$ cat config.mk
export PLATFORM = sky130hd
export DESIGN_NAME = safs_ring
export DESIGN_NICKNAME = d
export VERILOG_FILES = /design/src/design/sprite_anim_frame_select_top_macros.svh /design/src/design/safs_pkg.sv /design/src/design/safs_cell.sv /design/src/design/safs_ring.sv
export SDC_FILE = /design/constraint.sdc
export NUM_CORES = 2
export LEC_CHECK = 0
export BUFFER_PORTS_ARGS = -buffer_cell sky130_fd_sc_hd__clkbuf_2
export CORE_ASPECT_RATIO = 0.5
export CORE_MARGIN = 5
export CORE_UTILIZATION = 42
export DETAILED_ROUTE_END_ITERATION = 8
export HOLD_SLACK_MARGIN = 0.02
export PLACE_DENSITY = 0.69
export SETUP_SLACK_MARGIN = 0.4
export SLEW_MARGIN = 20
export SYNTH_ARGS = -nofsm -noshare
export SYNTH_HDL_FRONTEND = slang
export SYNTH_SLANG_ARGS = --single-unit
export TNS_END_PERCENT = 20
$ cat constraint.sdc
create_clock -name clk -period 1.6 [get_ports clk]
set_clock_uncertainty 0.05 [all_clocks]
set_input_delay 0.08 -clock clk [delete_from_list [all_inputs] [get_ports clk]]
set_output_delay 0.08 -clock clk [all_outputs]
set_load 0.01 [all_outputs]
$ cat src/design/sprite_anim_frame_select_top_macros.svh
// ----------------------------------------------------------------------------
// sprite animation frame select: assertion macros
// concurrent check wrappers clocked on clk, held off while rst_n is low
// ----------------------------------------------------------------------------
`ifndef SPRITE_ANIM_FRAME_SELECT_TOP_MACROS_SVH
`define SPRITE_ANIM_FRAME_SELECT_TOP_MACROS_SVH

// same-cycle implication
`define SAFS_ASSERT_IMPL(label, ante, cons, msg) \
  label: assert property (@(posedge clk) disable iff (!rst_n) (ante) |-> (cons)) \
    else $error(msg);

// next-cycle implication
`define SAFS_ASSERT_NEXT(label, ante, cons, msg) \
  label: assert property (@(posedge clk) disable iff (!rst_n) (ante) |=> (cons)) \
    else $error(msg);

`endif

$ cat src/design/safs_pkg.sv
// ----------------------------------------------------------------------------
// safs_pkg
// shared widths, codes and types of the sprite animation frame selector
// ----------------------------------------------------------------------------
package safs_pkg;

  // parameter defaults
  localparam int MAX_CELS_DEF   = 64;
  localparam int MAX_FRAMES_DEF = 128;
  localparam int DELAY_BITS_DEF = 16;

  // fixed field widths
  localparam int OP_W      = 2;
  localparam int FIDX_W    = 7;
  localparam int TIME_W    = 31;
  localparam int CEL_W     = 6;
  localparam int TOTAL_W   = 23;
  localparam int MODE_W    = 2;
  localparam int CCNT_W    = 7;
  localparam int CREG_W    = 16;
  localparam int CFG_IDX_W = 3;

  localparam logic [TOTAL_W-1:0] TOTAL_MAX = '1;

  // operations
  localparam logic [OP_W-1:0] OP_WRITE = 2'd0;
  localparam logic [OP_W-1:0] OP_FINAL = 2'd1;
  localparam logic [OP_W-1:0] OP_QUERY = 2'd2;

  // animation modes
  localparam logic [MODE_W-1:0] MODE_LOOP     = 2'd0;
  localparam logic [MODE_W-1:0] MODE_ONCE     = 2'd1;
  localparam logic [MODE_W-1:0] MODE_PINGPONG = 2'd2;

  // register indexes
  localparam logic [CFG_IDX_W-1:0] REG_ANIM_MODE   = 3'd0;
  localparam logic [CFG_IDX_W-1:0] REG_CEL_COUNT   = 3'd1;
  localparam logic [CFG_IDX_W-1:0] REG_FRAME_DELAY = 3'd2;
  localparam logic [CFG_IDX_W-1:0] REG_BEGIN_TIME  = 3'd3;
  localparam logic [CFG_IDX_W-1:0] REG_END_TIME    = 3'd4;

  // control of the delay ring
  typedef struct packed {
    logic shift;
    logic wr_en;
  } ring_ctl_t;

  function automatic int imax(int a, int b);
    return (a > b) ? a : b;
  endfunction

endpackage

$ cat src/design/safs_cell.sv
// ----------------------------------------------------------------------------
// safs_cell
// one delay entry of the ring: loads from its neighbor or from a write
// ----------------------------------------------------------------------------
module safs_cell #(
  parameter int WIDTH = safs_pkg::DELAY_BITS_DEF
) (
  input  logic             clk,
  input  logic             rst_n,
  input  logic             shift,
  input  logic             wr_en,
  input  logic [WIDTH-1:0] wr_data,
  input  logic [WIDTH-1:0] nb_in,
  output logic [WIDTH-1:0] data_out
);

  logic [WIDTH-1:0] data_r;

  always_ff @(posedge clk) begin
    if (!rst_n) begin
      data_r <= '0;
    end else if (shift) begin
      data_r <= nb_in;
    end else if (wr_en) begin
      data_r <= wr_data;
    end
  end

  assign data_out = data_r;

endmodule

$ cat src/design/safs_ring.sv
// ----------------------------------------------------------------------------
// safs_ring
// circular chain of delay cells; shifts toward cell 0, tail refilled by caller
// ----------------------------------------------------------------------------
module safs_ring #(
  parameter int DEPTH = safs_pkg::MAX_FRAMES_DEF,
  parameter int WIDTH = safs_pkg::DELAY_BITS_DEF,
  localparam int IDX_W = $clog2(DEPTH)
) (
  input  logic                clk,
  input  logic                rst_n,
  input  safs_pkg::ring_ctl_t ctl,
  input  logic [IDX_W-1:0]    wr_idx,
  input  logic [WIDTH-1:0]    wr_data,
  input  logic [WIDTH-1:0]    tail_in,
  output logic [WIDTH-1:0]    head
);

  logic [WIDTH-1:0] q [DEPTH];

  for (genvar i = 0; i < DEPTH; i++) begin : g_cell
    logic [WIDTH-1:0] nb;
    logic             cell_wr;

    if (i == DEPTH - 1) begin : g_tail
      assign nb = tail_in;
    end else begin : g_mid
      assign nb = q[i+1];
    end

    assign cell_wr = ctl.wr_en && (wr_idx == IDX_W'(i));

    safs_cell #(
      .WIDTH(WIDTH)
    ) u_cell (
      .clk     (clk),
      .rst_n   (rst_n),
      .shift   (ctl.shift),
      .wr_en   (cell_wr),
      .wr_data (wr_data),
      .nb_in   (nb),
      .data_out(q[i])
    );
  end

  assign head = q[0];

endmodule

After elaboration in Yosys (flattened, before gate mapping). Cells that the tools add are included. W data, S select, Z words.

Equality and inequality tests: 127. Muxes and demuxes: 256. Reductions and logical operators: 257.

Operators with widths (count): $mux W16 (256); $eq A7 B7 Y1 const B (64); $reduce_bool A2 Y1 (128); $eq A7 B6 Y1 const B (32); $logic_and A1 B1 Y1 (128); $eq A7 B5 Y1 const B (16); $eq A7 B4 Y1 const B (8); $eq A7 B3 Y1 const B (4); $eq A7 B2 Y1 const B (2); $eq A7 B1 Y1 const B (1); $logic_not A7 Y1 (1).

Register bits after elaboration: 2048. Bits of input ports: 43. Output and inout port bits: 16. Logic and storage cells: 768.

Depth between registers and ports, before layout.
Word-level depth: 4. Gate-level depth with buffers: 7. Mapped depth without buffers: 3.

By module. From an unflattened synthesis, not the netlist that was laid out.

Cells, all modules: 9286. Area total of the unflattened synthesis: 110158.2 um^2.

Modules (own cells, without submodules): safs_cell (instances 128, cells an instance 71, area each 852.1 um^2); safs_ring (instances 1, cells an instance 198, area each 1093.5 um^2).

Worst setup path before layout. Ideal clock, no wire load.

Path type: input port to flip-flop. Start point: input port wr_idx[2]. End point: register g_cell[3].u_cell.data_r[10]. Arrival: 1371 ps. Required time: 1478 ps. Slack: 108 ps. Stages: 7. Buffers on the path: 4. Path through: buf_6 -> buf_8 -> nor4b_4 -> a21o_1 -> buf_6 -> buf_12 -> mux2i_1.

Word-level cells in the longest chain between the ends: 3.

RTL lines: start, declared (line safs_ring.sv:13) `input logic [IDX_W-1:0] wr_idx,`; $eq A7 B2 Y1 (line safs_ring.sv:31) `assign cell_wr = ctl.wr_en && (wr_idx == IDX_W'(i));`; $logic_and A1 B1 Y1 (line safs_ring.sv:31); $reduce_bool A2 Y1 (no source line); end signal, assigned (line safs_cell.sv:23) `data_r <= nb_in;`; end signal, assigned (line safs_cell.sv:25) `data_r <= wr_data;`; end, declared (line safs_cell.sv:17) `logic [WIDTH-1:0] data_r;`.

No other way between the ends. A chain may end at the register's enable or synchronous reset.

Worst setup path after layout.
Start point: register g_cell[0].u_cell.data_r[0]. End point: output port head[0].

RTL lines: start, declared (line safs_cell.sv:17); start signal, assigned (line safs_cell.sv:23); start signal, assigned (line safs_cell.sv:25); end, declared (line safs_ring.sv:16) `output logic [WIDTH-1:0] head`.

No word-level cell between the ends.

==> Implementation_results.wiki <==
{| class="wikitable"
! Metric !! Value
|-
| Crit path buf inv count || 1
|-
| H-tree depth || 4
|-
| Count of distinct cell types in the synthesized netlist || 29
|-
| Slew at the pin with the worst max-slew slack || 0.510 ns
|-
| Worst vdd ir || 838 uV
|-
| Dominant delay contributor by cell family on the critical path || flip-flops
|-
| Worst Setup Slack post-DPL || -0.392 ns
|-
| Arrival time of data at the critical path endpoint || 1.31 ns
|-
| # IOs || 59
|-
| Ratio of routed vias to standard cells || 5.27
|-
| Final max-slew violation count || 0
|-
| Number of warning messages in the yosys log || 0
|-
| DRT iter0 DRCs || 5,750
|-
| Initial DRT Pass Iterations || 5
|-
| CTS tree || done
|-
| Hold Path Stages || 5
|-
| Internal power || 86.5 mW
|-
| Number of synthesized register bits || 2,048
|-
| Max Fclk || 0.695 GHz
|-
| Design Area, Final || between 100,000 and 150,000 sq um
|-
| Most frequent cells in the layout || nand2_1, mux2i_1, and2_1
|-
| Total power per unit cell area || about 1000 nW/um^2
|-
| Register Area || 41,000 sq um
|-
| Count of final hold-check violations || 0
|-
| Maximum fanout along the worst path || 2
|-
| Global-route wire length before repair || 414 mm
|-
| Die footprint || 249,000 sq um
|-
| Post-Place Cell Area || around 110,000 sq um
|-
| Post-Synthesis Net Count || 11.7k
|-
| Slowest Stage Delay on Critical Path || 0.36 ns
|-
| Post-CTS clock slew at the launch and capture registers of the worst setup and hold paths || ~0.060 ns
|-
| R2R setup slack || ~0.30 ns
|-
| Synthesized area || 100,000 sq um
|-
| Number of buffers on the longest clock path || 4
|-
| Worst relative slew slack || 65.7%
|-
| Cell chain of the critical path || buf_6
|-
| Total wirelength of the detailed-routed design || 257 mm
|-
| RSZ-0062 raised after global routing || true
|-
| Part of the power in registers || 47.3%
|-
| Congestion Overflow GR || 0
|-
| # setup viols final || 0
|-
| Total leakage power || 47.6 nW
|-
| Starting density of the core || 42.3%
|-
| Combinational cell fraction of total power || between 10% and 20%
|-
| Final clock period utilization by the worst path || 90.0%
|-
| Aggregate global-route resource usage || 19.9%
|-
| Remaining design rule violation count || 0
|-
| Share of cells above drive strength 1 || a little under a tenth
|-
| Area growth syn-to-layout || 14.2%
|-
| Post-layout min period || 1.44 ns
|-
| Register area share after synthesis || 41.0%
|-
| Area inside the core boundary || approximately 240,000 sq um
|-
| GP Congestion || approximately 0.83
|-
| Setup slack of the critical path after layout || 0.161 ns
|-
| Met3 WL post-DR || around 12 mm
|-
| Avg WL per Cell || between 15 and 20 um
|-
| Cell at the root of the clock tree || clkbuf_16
|-
| Worst Setup Path Type || reg2out
|-
| Via count of the first global-routing pass || 74.4k
|-
| Kind of start point of the critical path || register
|-
| Vertical die dimension || 355 um
|-
| Maximum number of pins on one net before global-route repair || 109
|-
| Area share of the largest cell type after synthesis || around 41%
|-
| Result of the run || completed
|-
| Required time of the worst setup path || 1.47 ns
|-
| Path category of the worst min-delay check || in2reg
|-
| Area of the multi-input gates || 53,100 sq um
|-
| HPWL after detailed placement || 162 mm
|-
| Synth Instances || 11.6k
|-
| Sw Pwr || ~29 mW
|-
| Fillers || 21.9k
|-
| Antenna violations before repair || 10
|-
| Library cell occupying the most area in the post-synthesis netlist || dfxtp_1
|-
| Top Layer Used || met4
|-
| Count of buffers from port buffering || 58
|-
| Clk sinks || slightly above 2k
|-
| Flip-flop count of the largest register after layout || 2,048
|-
| # nets final || 11.4k
|-
| CP Depth || 1
|-
| Met2 wire length || 116 mm
|-
| Number of routed nets with antenna violations || 0
|-
| Register-to-Register Path Depth || 4
|-
| Clock latency reported for the late side of the worst-skew pair || 0.87 ns
|-
| CTS Buf Count || 197
|-
| Total via count after detailed routing || just under 80k
|-
| Mean Syn Cell Area || between 8 and 9 sq um
|-
| Clock power share || 41.0%
|-
| Switching part of the total power || around 25%
|-
| Critical-path cell with the highest stage delay || dfxtp_4
|-
| Width of the die || 700 um
|-
| Total of max-cap violations || 0
|-
| Dominant cells by area after synthesis || dfxtp_1, mux2i_1, and2_1
|-
| Detailed-routing wirelength on met1 || 123 mm
|-
| Critical Path Sink Type || primary output
|-
| Site row count || 126
|}
logic make-up (layout without fill, tap and decap cells):
kind of cell / count (synthesis) / after routing / synth area share (%)
other: 0 / 3 / 0
AOI/OAI and AO/OA: 2176 / 2176 / 11.2
and+or+nand+nor: 4160 / 4160 / 21.2
buffers and inverters: 1207 / 1076 / 6.12
DFF: 2048 / 2048 / 41.0
muxes: 2048 / 2048 / 20.5
power by group through the flow:
stage               combinational [mW]  clock, mW  sequential, mW
floorplan                         9.13          0            55.5
global placement                  13.1          0            55.9
detailed placement                13.3          0            56.0
CTS                               13.5       48.4            54.9
global route                      14.7       50.6            55.1
finish                            13.6       47.6            54.9
area by class of cell:
class                           instances  area share, %
Antenna cell                            3        0.00657
Tap cell                             3136           3.43
Clock buffer                          288           5.07
Sequential cell                      2048           35.9
Timing Repair Buffer                  730           8.58
Clock inverter                         58          0.558
Multi-Input combinational cell       8384           46.5
metrics by stage:
stage,power (mW),TNS (ns),cells,utilization [%],hold WS (ns)
floorplan,64.7,0,11600,-,0.319
global placement,69.0,-15.58,14200,45.3,0.379
global route,120,0,14600,48.3,0.0322
finish,116,0,14600,48.3,0.0472
CTS,117,0,14600,48.2,-0.0129
detailed placement,69.2,-19.70,14200,45.3,0.383
per-layer routing:
layer,vias to the layer above,track usage [%]
met5,-,0
met1,37400,28.1
met4,0,4.52
met2,1422,32.4
met3,371,2.69
li1,38000,-
Yosys cell counts:
| cell | count |
|---|---|
| buf_8 | 1 |
| a21oi_4 | 1 |
| and4bb_1 | 8 |
| a21o_1 | 127 |
| nor4b_1 | 2 |
| nor4bb_4 | 1 |
| o21ai_0 | 1592 |
| and4bb_4 | 4 |
| and2_0 | 7 |
| nor4_1 | 1 |
| nor4bb_1 | 3 |
| buf_2 | 78 |
| nor4b_4 | 5 |
| and4b_1 | 12 |
| nor4_4 | 1 |
| buf_1 | 22 |
| clkbuf_1 | 853 |
| buf_6 | 113 |
| and4bb_2 | 4 |
| nor4b_2 | 5 |
| dfxtp_1 | 2048 |
| nor2b_1 | 16 |
| and2_1 | 2041 |
| nand2_1 | 2048 |
| mux2i_1 | 2048 |
| buf_12 | 9 |
| and4_1 | 2 |
| buf_4 | 131 |
| o21ai_1 | 456 |
worst register-to-register path, delay by kind of cell, from the launching register on:
| kind | cells | cell delay (ns) |
|---|---|---|
| buffers and inverters | 1 | 0.21 |
| multiplexers | 1 | 0.07 |
| AND/OR/NAND/NOR | 1 | 0.13 |
| flip-flops | 1 | 0.32 |
| AO/OA/AOI/OAI | 1 | 0.40 |
path summary, 6_finish.rpt:
| kind | start | end |
|---|---|---|
| min | ctl[1] | g_cell[29].u_cell.data_out[6]$_SDFFE_PN0P_ |
| max | g_cell[0].u_cell.data_out[0]$_SDFFE_PN0P_ | head[0] |
| max reg2reg | g_cell[39].u_cell.data_out[6]$_SDFFE_PN0P_ | g_cell[38].u_cell.data_out[6]$_SDFFE_PN0P_ |
| min reg2reg | g_cell[71].u_cell.data_out[14]$_SDFFE_PN0P_ | g_cell[71].u_cell.data_out[14]$_SDFFE_PN0P_ |
repair_timing:
item / in CTS / in global routing
resized for setup: 15 / 55
setup endpoints to repair: 19 / 455
gates cloned: 0 / 2
hold endpoints to repair: 1797 / 0
buffers inserted: 0 / 1
hold buffers: 47 / 0
Power figures use the tool's default switching activity.
