<file path="src/design/sprite_anim_frame_select_top_macros.svh">
// ----------------------------------------------------------------------------
// sprite animation frame select: assertion macros
// concurrent check wrappers clocked on clk, held off while rst_n is low
// ----------------------------------------------------------------------------
`ifndef SPRITE_ANIM_FRAME_SELECT_TOP_MACROS_SVH
`define SPRITE_ANIM_FRAME_SELECT_TOP_MACROS_SVH

// same-cycle implication
`define SAFS_ASSERT_IMPL(label, ante, cons, msg) \
  label: assert property (@(posedge clk) disable iff (!rst_n) (ante) |-> (cons)) \
    else $error(msg);

// next-cycle implication
`define SAFS_ASSERT_NEXT(label, ante, cons, msg) \
  label: assert property (@(posedge clk) disable iff (!rst_n) (ante) |=> (cons)) \
    else $error(msg);

`endif

</file>
<file path="src/design/safs_pkg.sv">
// ----------------------------------------------------------------------------
// safs_pkg
// shared widths, codes and types of the sprite animation frame selector
// ----------------------------------------------------------------------------
package safs_pkg;

  // parameter defaults
  localparam int MAX_CELS_DEF   = 64;
  localparam int MAX_FRAMES_DEF = 128;
  localparam int DELAY_BITS_DEF = 16;

  // fixed field widths
  localparam int OP_W      = 2;
  localparam int FIDX_W    = 7;
  localparam int TIME_W    = 31;
  localparam int CEL_W     = 6;
  localparam int TOTAL_W   = 23;
  localparam int MODE_W    = 2;
  localparam int CCNT_W    = 7;
  localparam int CREG_W    = 16;
  localparam int CFG_IDX_W = 3;

  localparam logic [TOTAL_W-1:0] TOTAL_MAX = '1;

  // operations
  localparam logic [OP_W-1:0] OP_WRITE = 2'd0;
  localparam logic [OP_W-1:0] OP_FINAL = 2'd1;
  localparam logic [OP_W-1:0] OP_QUERY = 2'd2;

  // animation modes
  localparam logic [MODE_W-1:0] MODE_LOOP     = 2'd0;
  localparam logic [MODE_W-1:0] MODE_ONCE     = 2'd1;
  localparam logic [MODE_W-1:0] MODE_PINGPONG = 2'd2;

  // register indexes
  localparam logic [CFG_IDX_W-1:0] REG_ANIM_MODE   = 3'd0;
  localparam logic [CFG_IDX_W-1:0] REG_CEL_COUNT   = 3'd1;
  localparam logic [CFG_IDX_W-1:0] REG_FRAME_DELAY = 3'd2;
  localparam logic [CFG_IDX_W-1:0] REG_BEGIN_TIME  = 3'd3;
  localparam logic [CFG_IDX_W-1:0] REG_END_TIME    = 3'd4;

  // control of the delay ring
  typedef struct packed {
    logic shift;
    logic wr_en;
  } ring_ctl_t;

  function automatic int imax(int a, int b);
    return (a > b) ? a : b;
  endfunction

endpackage

</file>
<file path="src/design/safs_div.sv">
// ----------------------------------------------------------------------------
// safs_div
// restoring divider, one quotient bit per cycle
// ----------------------------------------------------------------------------
module safs_div #(
  parameter int NUM_W = safs_pkg::TIME_W,
  parameter int DEN_W = safs_pkg::TOTAL_W,
  localparam int CNT_W = $clog2(NUM_W)
) (
  input  logic             clk,
  input  logic             rst_n,
  input  logic             start,
  input  logic [NUM_W-1:0] dividend,
  input  logic [DEN_W-1:0] divisor,
  output logic             done,
  output logic [NUM_W-1:0] quotient,
  output logic [DEN_W-1:0] remainder
);

  logic             busy_r;
  logic             done_r;
  logic [CNT_W-1:0] cnt_r;
  logic [NUM_W-1:0] quo_r;
  logic [DEN_W-1:0] rem_r;
  logic [DEN_W-1:0] den_r;
  logic [DEN_W:0]   rem_sh;
  logic [DEN_W:0]   diff;
  logic             ge;

  assign rem_sh = {rem_r, quo_r[NUM_W-1]};
  assign ge     = rem_sh >= {1'b0, den_r};
  assign diff   = rem_sh - {1'b0, den_r};

  always_ff @(posedge clk) begin
    if (!rst_n) begin
      busy_r <= 1'b0;
      done_r <= 1'b0;
      cnt_r  <= '0;
    end else begin
      done_r <= 1'b0;
      if (start) begin
        busy_r <= 1'b1;
        cnt_r  <= '0;
      end else if (busy_r) begin
        cnt_r <= cnt_r + CNT_W'(1);
        if (cnt_r == CNT_W'(NUM_W - 1)) begin
          busy_r <= 1'b0;
          done_r <= 1'b1;
        end
      end
    end
  end

  always_ff @(posedge clk) begin
    if (start) begin
      quo_r <= dividend;
      rem_r <= '0;
      den_r <= divisor;
    end else if (busy_r) begin
      quo_r <= {quo_r[NUM_W-2:0], ge};
      rem_r <= ge ? diff[DEN_W-1:0] : rem_sh[DEN_W-1:0];
    end
  end

  assign done      = done_r;
  assign quotient  = quo_r;
  assign remainder = rem_r;

endmodule

</file>
<file path="config.mk">
export PLATFORM = sky130hd
export DESIGN_NAME = safs_div
export DESIGN_NICKNAME = d
export VERILOG_FILES = /design/src/design/sprite_anim_frame_select_top_macros.svh /design/src/design/safs_pkg.sv /design/src/design/safs_div.sv
export SDC_FILE = /design/constraint.sdc
export NUM_CORES = 1
export LEC_CHECK = 0
export BUFFER_PORTS_ARGS = -buffer_cell sky130_fd_sc_hd__buf_2
export CORE_UTILIZATION = 54
export CTS_BUF_LIST = sky130_fd_sc_hd__clkbuf_16
export CTS_CLUSTER_DIAMETER = 200
export CTS_CLUSTER_SIZE = 28
export DETAILED_ROUTE_END_ITERATION = 10
export PLACE_DENSITY = 0.78
export SYNTH_ARGS = -nofsm -noshare
export SYNTH_HDL_FRONTEND = slang
export SYNTH_SLANG_ARGS = --single-unit
</file>
<file path="constraint.sdc">
create_clock -name clk -period 3 [get_ports clk]
set_clock_uncertainty 0.1 [all_clocks]
set_input_delay 0.6 -clock clk [delete_from_list [all_inputs] [get_ports clk]]
set_output_delay 0.6 -clock clk [all_outputs]
set_load 0.05 [all_outputs]
</file>
# After elaboration in Yosys (flattened, before gate mapping)
# Cells that the tools add are included.
# totals
output_inout_bits	55
input_bits	57
wordCells	22
register_bits	84
# op_classes
eq_ne	1
n_mux	7
n_reduce_logical	3
n_bitwise	2
n_addsub	2
magnitude_cmp	1
# op_table
op	count
$mux 31	2
$ge 24x23->1	1
$mux 23	1
$sub 23x23->23	1
$add 5x1->5 const B	1
$eq 5x5->1 const B	1
$mux 1	4
$reduce_or 3->1	1
$not 1->1	2
$reduce_bool 2->1	1
$reduce_or 2->1	1

# Logic depth before layout (Yosys ltp)
# Gate-level depths: netlist (run 1).
# logic_depth
ltp_word	4
mapped_depth	12
depth_no_buf	10

# Least setup slack after synthesis (run 1)
# Ideal clock, no wire load.
# synth_timing
path_type	reg-to-reg
start	register rem_r[4] (netlist: remainder[4])
end	register quo_r[0] (netlist: quotient[0]) (data pin)
required_ns	2.640
n_path_buf	2
synth_period_minus_slack_ns	3.057
setup_ns	0.260
arrival_time_ns	2.697
path_stages_with_launch	10
setup_slack_ns	-0.057
cell_sequence	dfxtp_1 -> ha_1 -> a21o_1 -> or3_1 -> o21ai_2 -> a211oi_1 -> or3_1 -> buf_6 -> buf_6 -> mux2_2
# synth_via
elab_chain_len	3
# synth_lines
item	line	source
start, declared	safs_div.sv:24	logic [DEN_W-1:0] rem_r;
start signal, assigned	safs_div.sv:61	rem_r <= ge ? diff[DEN_W-1:0] : rem_sh[DEN_W-1:0];
$ge 24x23->1	safs_div.sv:31	assign ge = rem_sh >= {1'b0, den_r};
$mux 31	safs_div.sv:59	end else if (busy_r) begin
$mux 31	safs_div.sv:55	if (start) begin
end signal, assigned	safs_div.sv:56	quo_r <= dividend;
end signal, assigned	safs_div.sv:60	quo_r <= {quo_r[NUM_W-2:0], ge};
end, declared	safs_div.sv:23	logic [NUM_W-1:0] quo_r;
# No other way between the ends. The select of a mux whose other input is x is not followed.
# A chain may end at the register's enable or synchronous reset.

# Worst setup path after layout (run 1)
# layout_timing
start	register quo_r[30] (netlist: quotient[30])
end	register rem_r[19] (netlist: remainder[19])
# layout_via
elab_chain_len	2
word_cells_on_any_way	3
classes_between	add/sub: 1; order compare: 1; mux: 1
# layout_lines
item	line
$sub 23x23->23 or $ge 24x23->1 (tied branches)	safs_div.sv:32, safs_div.sv:31
$mux 23 *	safs_div.sv:61
# Every way passes the cells marked *; elsewhere a longest branch is shown, timed or not.

==> metrics.cfg, run 1 <==
[status]
status=finished, final reports clean

[floorplan]
die-area_um2=9100
initial_utilization_pct=56.5
fp.coreArea_um2=8340
rows=33
fp.dieH_um=95.4
io_pins=112
die_x_um=95.4

[logic_synthesis]
yosysWarnings=0
netlist_area_um2=4710
yosysTopAreaCellShare_pct=34.4
syn_nets=534
postSynthCellCount=451
dominantRegCellSynth=edfxtp_1
yosysSeqAreaShare_pct=47.2
synth.area.top_cells=edfxtp_1, dfxtp_1, mux2_2, ha_1, nor2_1
ys_ff_latch=84
async_flop_share_pct=0
synth-edff-count=54
postSynthAreaPerCell_um2=10.4
yosysTopAreaCell=edfxtp_1
ys_types=55
synth_common_cells=edfxtp_1, nor2_1, inv_1
synth.most_common_cell=edfxtp_1

[cts]
clkLatencyLatePin_ns=0.35
cts_tree=built
path_clk_slew_ns=0.07
cts_sinks=84
cts_buffer_depth=2
postCtsHoldBufs=0
cts_buffers=9
cts_root_buf=clkbuf_16
cts_max_level=3

[min_path]
min_to=den_r[9]
worstHoldStart=divisor[9]
holdPathStages=1
hold_path.class=in -> reg

[sta]
slew_headroom_pct=66.0
min_period_ns=2.84
hold_viol=0
fin_tns_setup_ns=0
slew_violations=0
min_period_over_period_pct=94.7
setup_violations=0
rsz0062_at_grt=no
holdWs_ns=0.326
fmax_mhz=352
max_slew.worst_pin.slew_ns=0.506

[global_route]
grt_max_degree=45
grt_pass1_wl_um=18000
grt_pass1_vias=3875
antenna_found_initial=0
grt.overflow.total=0
groute.usage.overall_pct=26.0

[power_and_ir_drop]
leakage_uw=0.00246
vdd_drop_max_mv=0.460
total_power_uw=3390
power_density_nw_per_um2=596

[layout]
diodes=0
nets=646
area_delta_synth_final_pct=20.9
drive_above_1_share_pct=31.5

[setup_path]
worstPathMaxFanout=8
startpoint_type=flip-flop
worstReg2RegStart=quotient[30]
worstPathRequired_ns=3.13
critical_path_arrival_ns=2.97
timing.rr.end=remainder[19]
crit_type=reg -> reg
r2r_cells=11
endpoint_kind=flip-flop
startpoint=quotient[30]
r2r_setup_slack_ns=0.16

[routing]
avgViaCountPerCell=5.72
routed_wl_um=11100
routedWlPerCell_um=16.5
route.detailed.drc=0
route.vias.total=3847
drt_iter0_markers=200
antenna_left=0
dr.pass1.iters=4

[placement]
dpl.hpwl_um=8080
gp_congestion=0.889
port_buffers=111

[flow_run]
max_cap_violations=0

## critical path: stages (launching register included)
cell	delay, ns
edfxtp_1	0.35
inv_1	0.05
ha_1	0.22
fa_1	0.40
nand2b_1	0.21
a21oi_4	0.19
o21ai_2	0.10
a211oi_2	0.21
nor3_1	0.09
buf_4	0.18
or4_1	0.45
and3_1	0.17
## cell families (layout without fill, tap and decap cells)
family / Yosys count / in the layout / share of synthesized area, %
compound gates: 95 / 95 / 13.7
xor+xnor: 19 / 19 / 3.53
fa+ha+maj: 26 / 26 / 7.07
buf+inv: 60 / 177 / 5.58
flops: 84 / 84 / 47.2
mux: 43 / 43 / 9.97
simple gates: 124 / 124 / 12.9
## flip-flops by register name, summed over array words and instances, names as in the netlist
name,count
cnt_r,5
quotient,31
den_r,23
busy_r,1
remainder,23
done,1
## timing repair
action / CTS / global route
gates resized for setup: 0 / 3
endpoints found under the hold margin: 0 / 0
buffers inserted: 0 / 0
setup endpoints to repair: 0 / 1
## layout by cell type, fill, tap and decap left out, drive strengths merged, types with 7 or more instances in the layout
cell type / netlist / routed
a21oi: 22 / 22
inv: 37 / 41
nand2: 27 / 27
ha: 25 / 25
mux2i: 12 / 12
nand3: 9 / 9
a211oi: 14 / 14
nor2: 39 / 39
nand4: 10 / 10
mux2: 31 / 31
xnor2: 14 / 14
or3: 7 / 7
nor3: 8 / 8
clkbuf: 11 / 9
o21ai: 19 / 19
buf: 12 / 124
dfxtp: 30 / 30
edfxtp: 54 / 54
## metal layers
layer	part of all wire, %	up-vias	wire length (um)	GRT usage (%)
li1	-	1878	-	-
met1	42	1827	4710	31.1
met2	50	114	5580	44.7
met3	4.5	28	503	5.66
met4	2.8	0	314	11.6
met5	0	-	0	0
## worst max path at each step
stage / endpoint / slack, ns / cells after the start
2_1_floorplan: quotient[0] / -0.003 / 10
3_3_place_gp: remainder[19] / 0.20 / 11
3_5_place_dp: remainder[19] / 0.08 / 11
4_1_cts: remainder[19] / 0.06 / 11
5_1_grt: remainder[19] / 0.04 / 11
6_report: remainder[19] / 0.16 / 11
## report_power, final
| group | switching, uW | internal (uW) |
|---|---|---|
| Sequential | 54.4 | 1340 |
| Combinational | 582 | 303 |
| Clock | 523 | 592 |
| Total | 1160 | 2230 |
## area by class of cell
class | count | area [um^2]
fill | 648 | 2650
multi-input combinational | 307 | 2240
sequential | 84 | 2220
timing repair buffer | 124 | 653
clock buffer | 9 | 225
inverter | 37 | 139
tap | 105 | 131
clock inverter | 7 | 76.3
## metrics by stage
step / utilization [%] / area [um^2] / std cells / setup WS (ns)
3_3_place_gp: 64.4 / 5370 / 657 / 0.200
4_1_cts: 68.0 / 5680 / 673 / 0.0627
2_1_floorplan: - / 4710 / 451 / -0.00295
5_1_grt: 68.2 / 5690 / 673 / 0.0352
6_report: 68.2 / 5690 / 673 / 0.158
3_5_place_dp: 64.4 / 5370 / 657 / 0.0837
Power figures use the tool's default switching activity.
==> run 2, diff against run 1 <==
--- a/config.mk
+++ b/config.mk
@@ -6,12 +6,12 @@
 export NUM_CORES = 1
 export LEC_CHECK = 0
 export BUFFER_PORTS_ARGS = -buffer_cell sky130_fd_sc_hd__buf_2
-export CORE_UTILIZATION = 54
+export CORE_UTILIZATION = 50
 export CTS_BUF_LIST = sky130_fd_sc_hd__clkbuf_16
 export CTS_CLUSTER_DIAMETER = 200
 export CTS_CLUSTER_SIZE = 28
 export DETAILED_ROUTE_END_ITERATION = 10
-export PLACE_DENSITY = 0.78
+export PLACE_DENSITY = 0.73
 export SYNTH_ARGS = -nofsm -noshare
 export SYNTH_HDL_FRONTEND = slang
 export SYNTH_SLANG_ARGS = --single-unit
==> metrics.cfg, run 2 (synthesis gave the netlist of run 1 again) <==
[setup_path]
r2r_setup_slack_ns=0.19  ; was 0.16 ns
worstPathMaxFanout=4  ; was 8
worst-path-buf-inv=1  ; was 2
startpoint_type=flip-flop  ; unchanged
crit_type=reg -> reg  ; unchanged
worstPathRequired_ns=3.15  ; was 3.13 ns
cpPeakStageDelay_ns=0.41  ; was 0.45 ns
path_cells=inv_1 -> ha_1 -> fa_1 -> nand2b_1 -> a21oi_4 -> o2111a_1 -> o221a_1 -> or4_1 -> a31o_1 -> a311oi_1  ; was inv_1 -> ha_1 -> fa_1 -> nand2b_1 -> a21oi_4 -> o21ai_2 -> a211oi_2 -> nor3_1 -> buf_4 -> or4_1 -> and3_1
endpoint_kind=flip-flop  ; unchanged
critical_path_arrival_ns=2.96  ; was 2.97 ns
cpMaxStageDelayCell=or4_1  ; unchanged
crit_family=compound AO/OA/AOI/OAI gates  ; was simple AND/OR/NAND/NOR gates

[floorplan]
die_x_um=99.0  ; was 95.4 um
io_pins=112  ; unchanged
fp.coreArea_um2=9200  ; was 8340 um^2
rows=35  ; was 33
fp.dieH_um=99.0  ; was 95.4 um
initial_utilization_pct=51.2  ; was 56.5%
die-area_um2=9810  ; was 9100 um^2

[power_and_ir_drop]
p_int_uw=2310  ; was 2230 uW
clockPowerShare_pct=34.1  ; was 32.9%
power_frac_comb_pct=25.4  ; was 26.1%
p_seq_share_pct=40.5  ; was 41.1%
leakage_uw=0.00246  ; about the same
netSwitchingPower_uw=1130  ; was 1160 uW
power_density_nw_per_um2=603  ; was 596 nW/um^2
vdd_drop_max_mv=0.297  ; was 0.460 mV
p_sw_share_pct=32.8  ; was 34.2%

[layout]
post-route-util_pct=61.9  ; was 68.2%
area_delta_synth_final_pct=21.0  ; was 20.9%
most-common-layout-cells=buf_2, edfxtp_1, nor2_1, inv_1, mux2_2  ; unchanged
diodes=0  ; unchanged
largest_reg_flops=31  ; unchanged
layout_commonest_cell=buf_2  ; unchanged
n_fill_cell=779  ; was 648
drive_above_1_share_pct=31.1  ; was 31.5%
nets=644  ; was 646
fin_area_um2=5700  ; was 5690 um^2

[routing]
routedWlPerCell_um=15.5  ; was 16.5 um
dr.pass1.iters=4  ; unchanged
routed_wl_um=10500  ; was 11100 um
drt_iter0_markers=154  ; was 200
route.detailed.drc=0  ; unchanged
antenna_left=0  ; unchanged
avgViaCountPerCell=5.55  ; was 5.72
route.vias.total=3759  ; was 3847

[placement]
gp_congestion=0.855  ; was 0.889
dpl.hpwl_um=7640  ; was 8080 um
dpl_worst_slack_ns=0.129  ; was 0.0837 ns
port_buffers=111  ; unchanged
placed_area_um2=5370  ; about the same

[cts]
cts_root_buf=clkbuf_16  ; unchanged
path_clk_slew_ns=0.07  ; about the same
clkLatencyLatePin_ns=0.34  ; was 0.35 ns
postCtsHoldBufs=0  ; unchanged
cts_buffers=9  ; unchanged
cts_sinks=84  ; unchanged
cts_tree=built  ; unchanged
cts_buffer_depth=2  ; unchanged
cts_max_level=3  ; unchanged

[sta]
setup_ws_ns=0.195  ; was 0.158 ns
slew_violations=0  ; unchanged
rsz0062_at_grt=no  ; unchanged
fmax_mhz=357  ; was 352 MHz
min_period_over_period_pct=93.5  ; was 94.7%
setup_violations=0  ; unchanged
holdWs_ns=0.331  ; was 0.326 ns
slew_headroom_pct=20.5  ; was 66.0%
max_slew.worst_pin.slew_ns=1.19  ; was 0.506 ns
min_period_ns=2.81  ; was 2.84 ns
hold_viol=0  ; unchanged

[global_route]
groute.usage.overall_pct=22.4  ; was 26.0%
antenna_found_initial=0  ; unchanged
grt_pass1_wl_um=17400  ; was 18000 um
grt_max_degree=54  ; was 45
grt.overflow.total=0  ; unchanged
grt_pass1_vias=3610  ; was 3875

[min_path]
hold_path.class=in -> reg  ; unchanged

[status]
status=finished, final reports clean  ; unchanged

[flow_run]
max_cap_violations=0  ; unchanged

[run 2: area by class of cell]
class | instances | area [um^2] | area share (%)
clock inverters | 7 | 92.6 | 1.63
well taps | 111 | 139 | 2.44
repair buffers | 122 | 638 | 11.2
flip-flops and latches | 84 | 2220 | 39.0
inverters | 37 | 139 | 2.44
multi-input cells | 307 | 2240 | 39.3
clock buffers | 9 | 225 | 3.95
[run 2: power by group through the flow]
stage / clock network, uW / logic (uW) / registers, uW
2_1_floorplan: 0 / 435 / 1640
3_3_place_gp: 0 / 851 / 1410
3_5_place_dp: 0 / 861 / 1420
4_1_cts: 1200 / 868 / 1390
5_1_grt: 1240 / 944 / 1400
6_report: 1170 / 871 / 1390
[run 2: worst register-to-register path: stages (launching register included)]
cell	delay, ns
edfxtp_1	0.38
inv_1	0.07
ha_1	0.18
fa_1	0.22
nand2b_1	0.19
a21oi_4	0.09
o2111a_1	0.30
o221a_1	0.29
or4_1	0.41
a31o_1	0.23
a311oi_1	0.25
[run 2: metrics by stage]
stage / setup TNS (ns) / power (uW) / cells
after global placement: 0 / 2260 / 661
after global routing: 0 / 3580 / 677
final: 0 / 3430 / 677
after CTS: 0 / 3450 / 677
after floorplan: -0.00295 / 2070 / 451
after detailed placement: 0 / 2280 / 661
[run 2: layer usage]
layer | vias to the layer above | part of all wire (%) | GRT usage (%)
met3 | 16 | 4.1 | 4.82
met1 | 1788 | 47 | 30.2
met4 | 0 | 1.4 | 6.43
li1 | 1874 | - | -
met2 | 81 | 48 | 36.5
met5 | - | 0 | 0
[run 2: path summary, 6_finish.rpt]
path,cells after the start,startpoint,to
max,10,quotient[30],remainder[14]
min,1,divisor[7],den_r[7]
max reg2reg,10,quotient[30],remainder[14]
min reg2reg,2,remainder[13],remainder[14]
[run 2: what timing repair did]
action	in CTS	in global routing
setup endpoints to repair	0	2
resized for setup	0	2
setup buffers	0	0
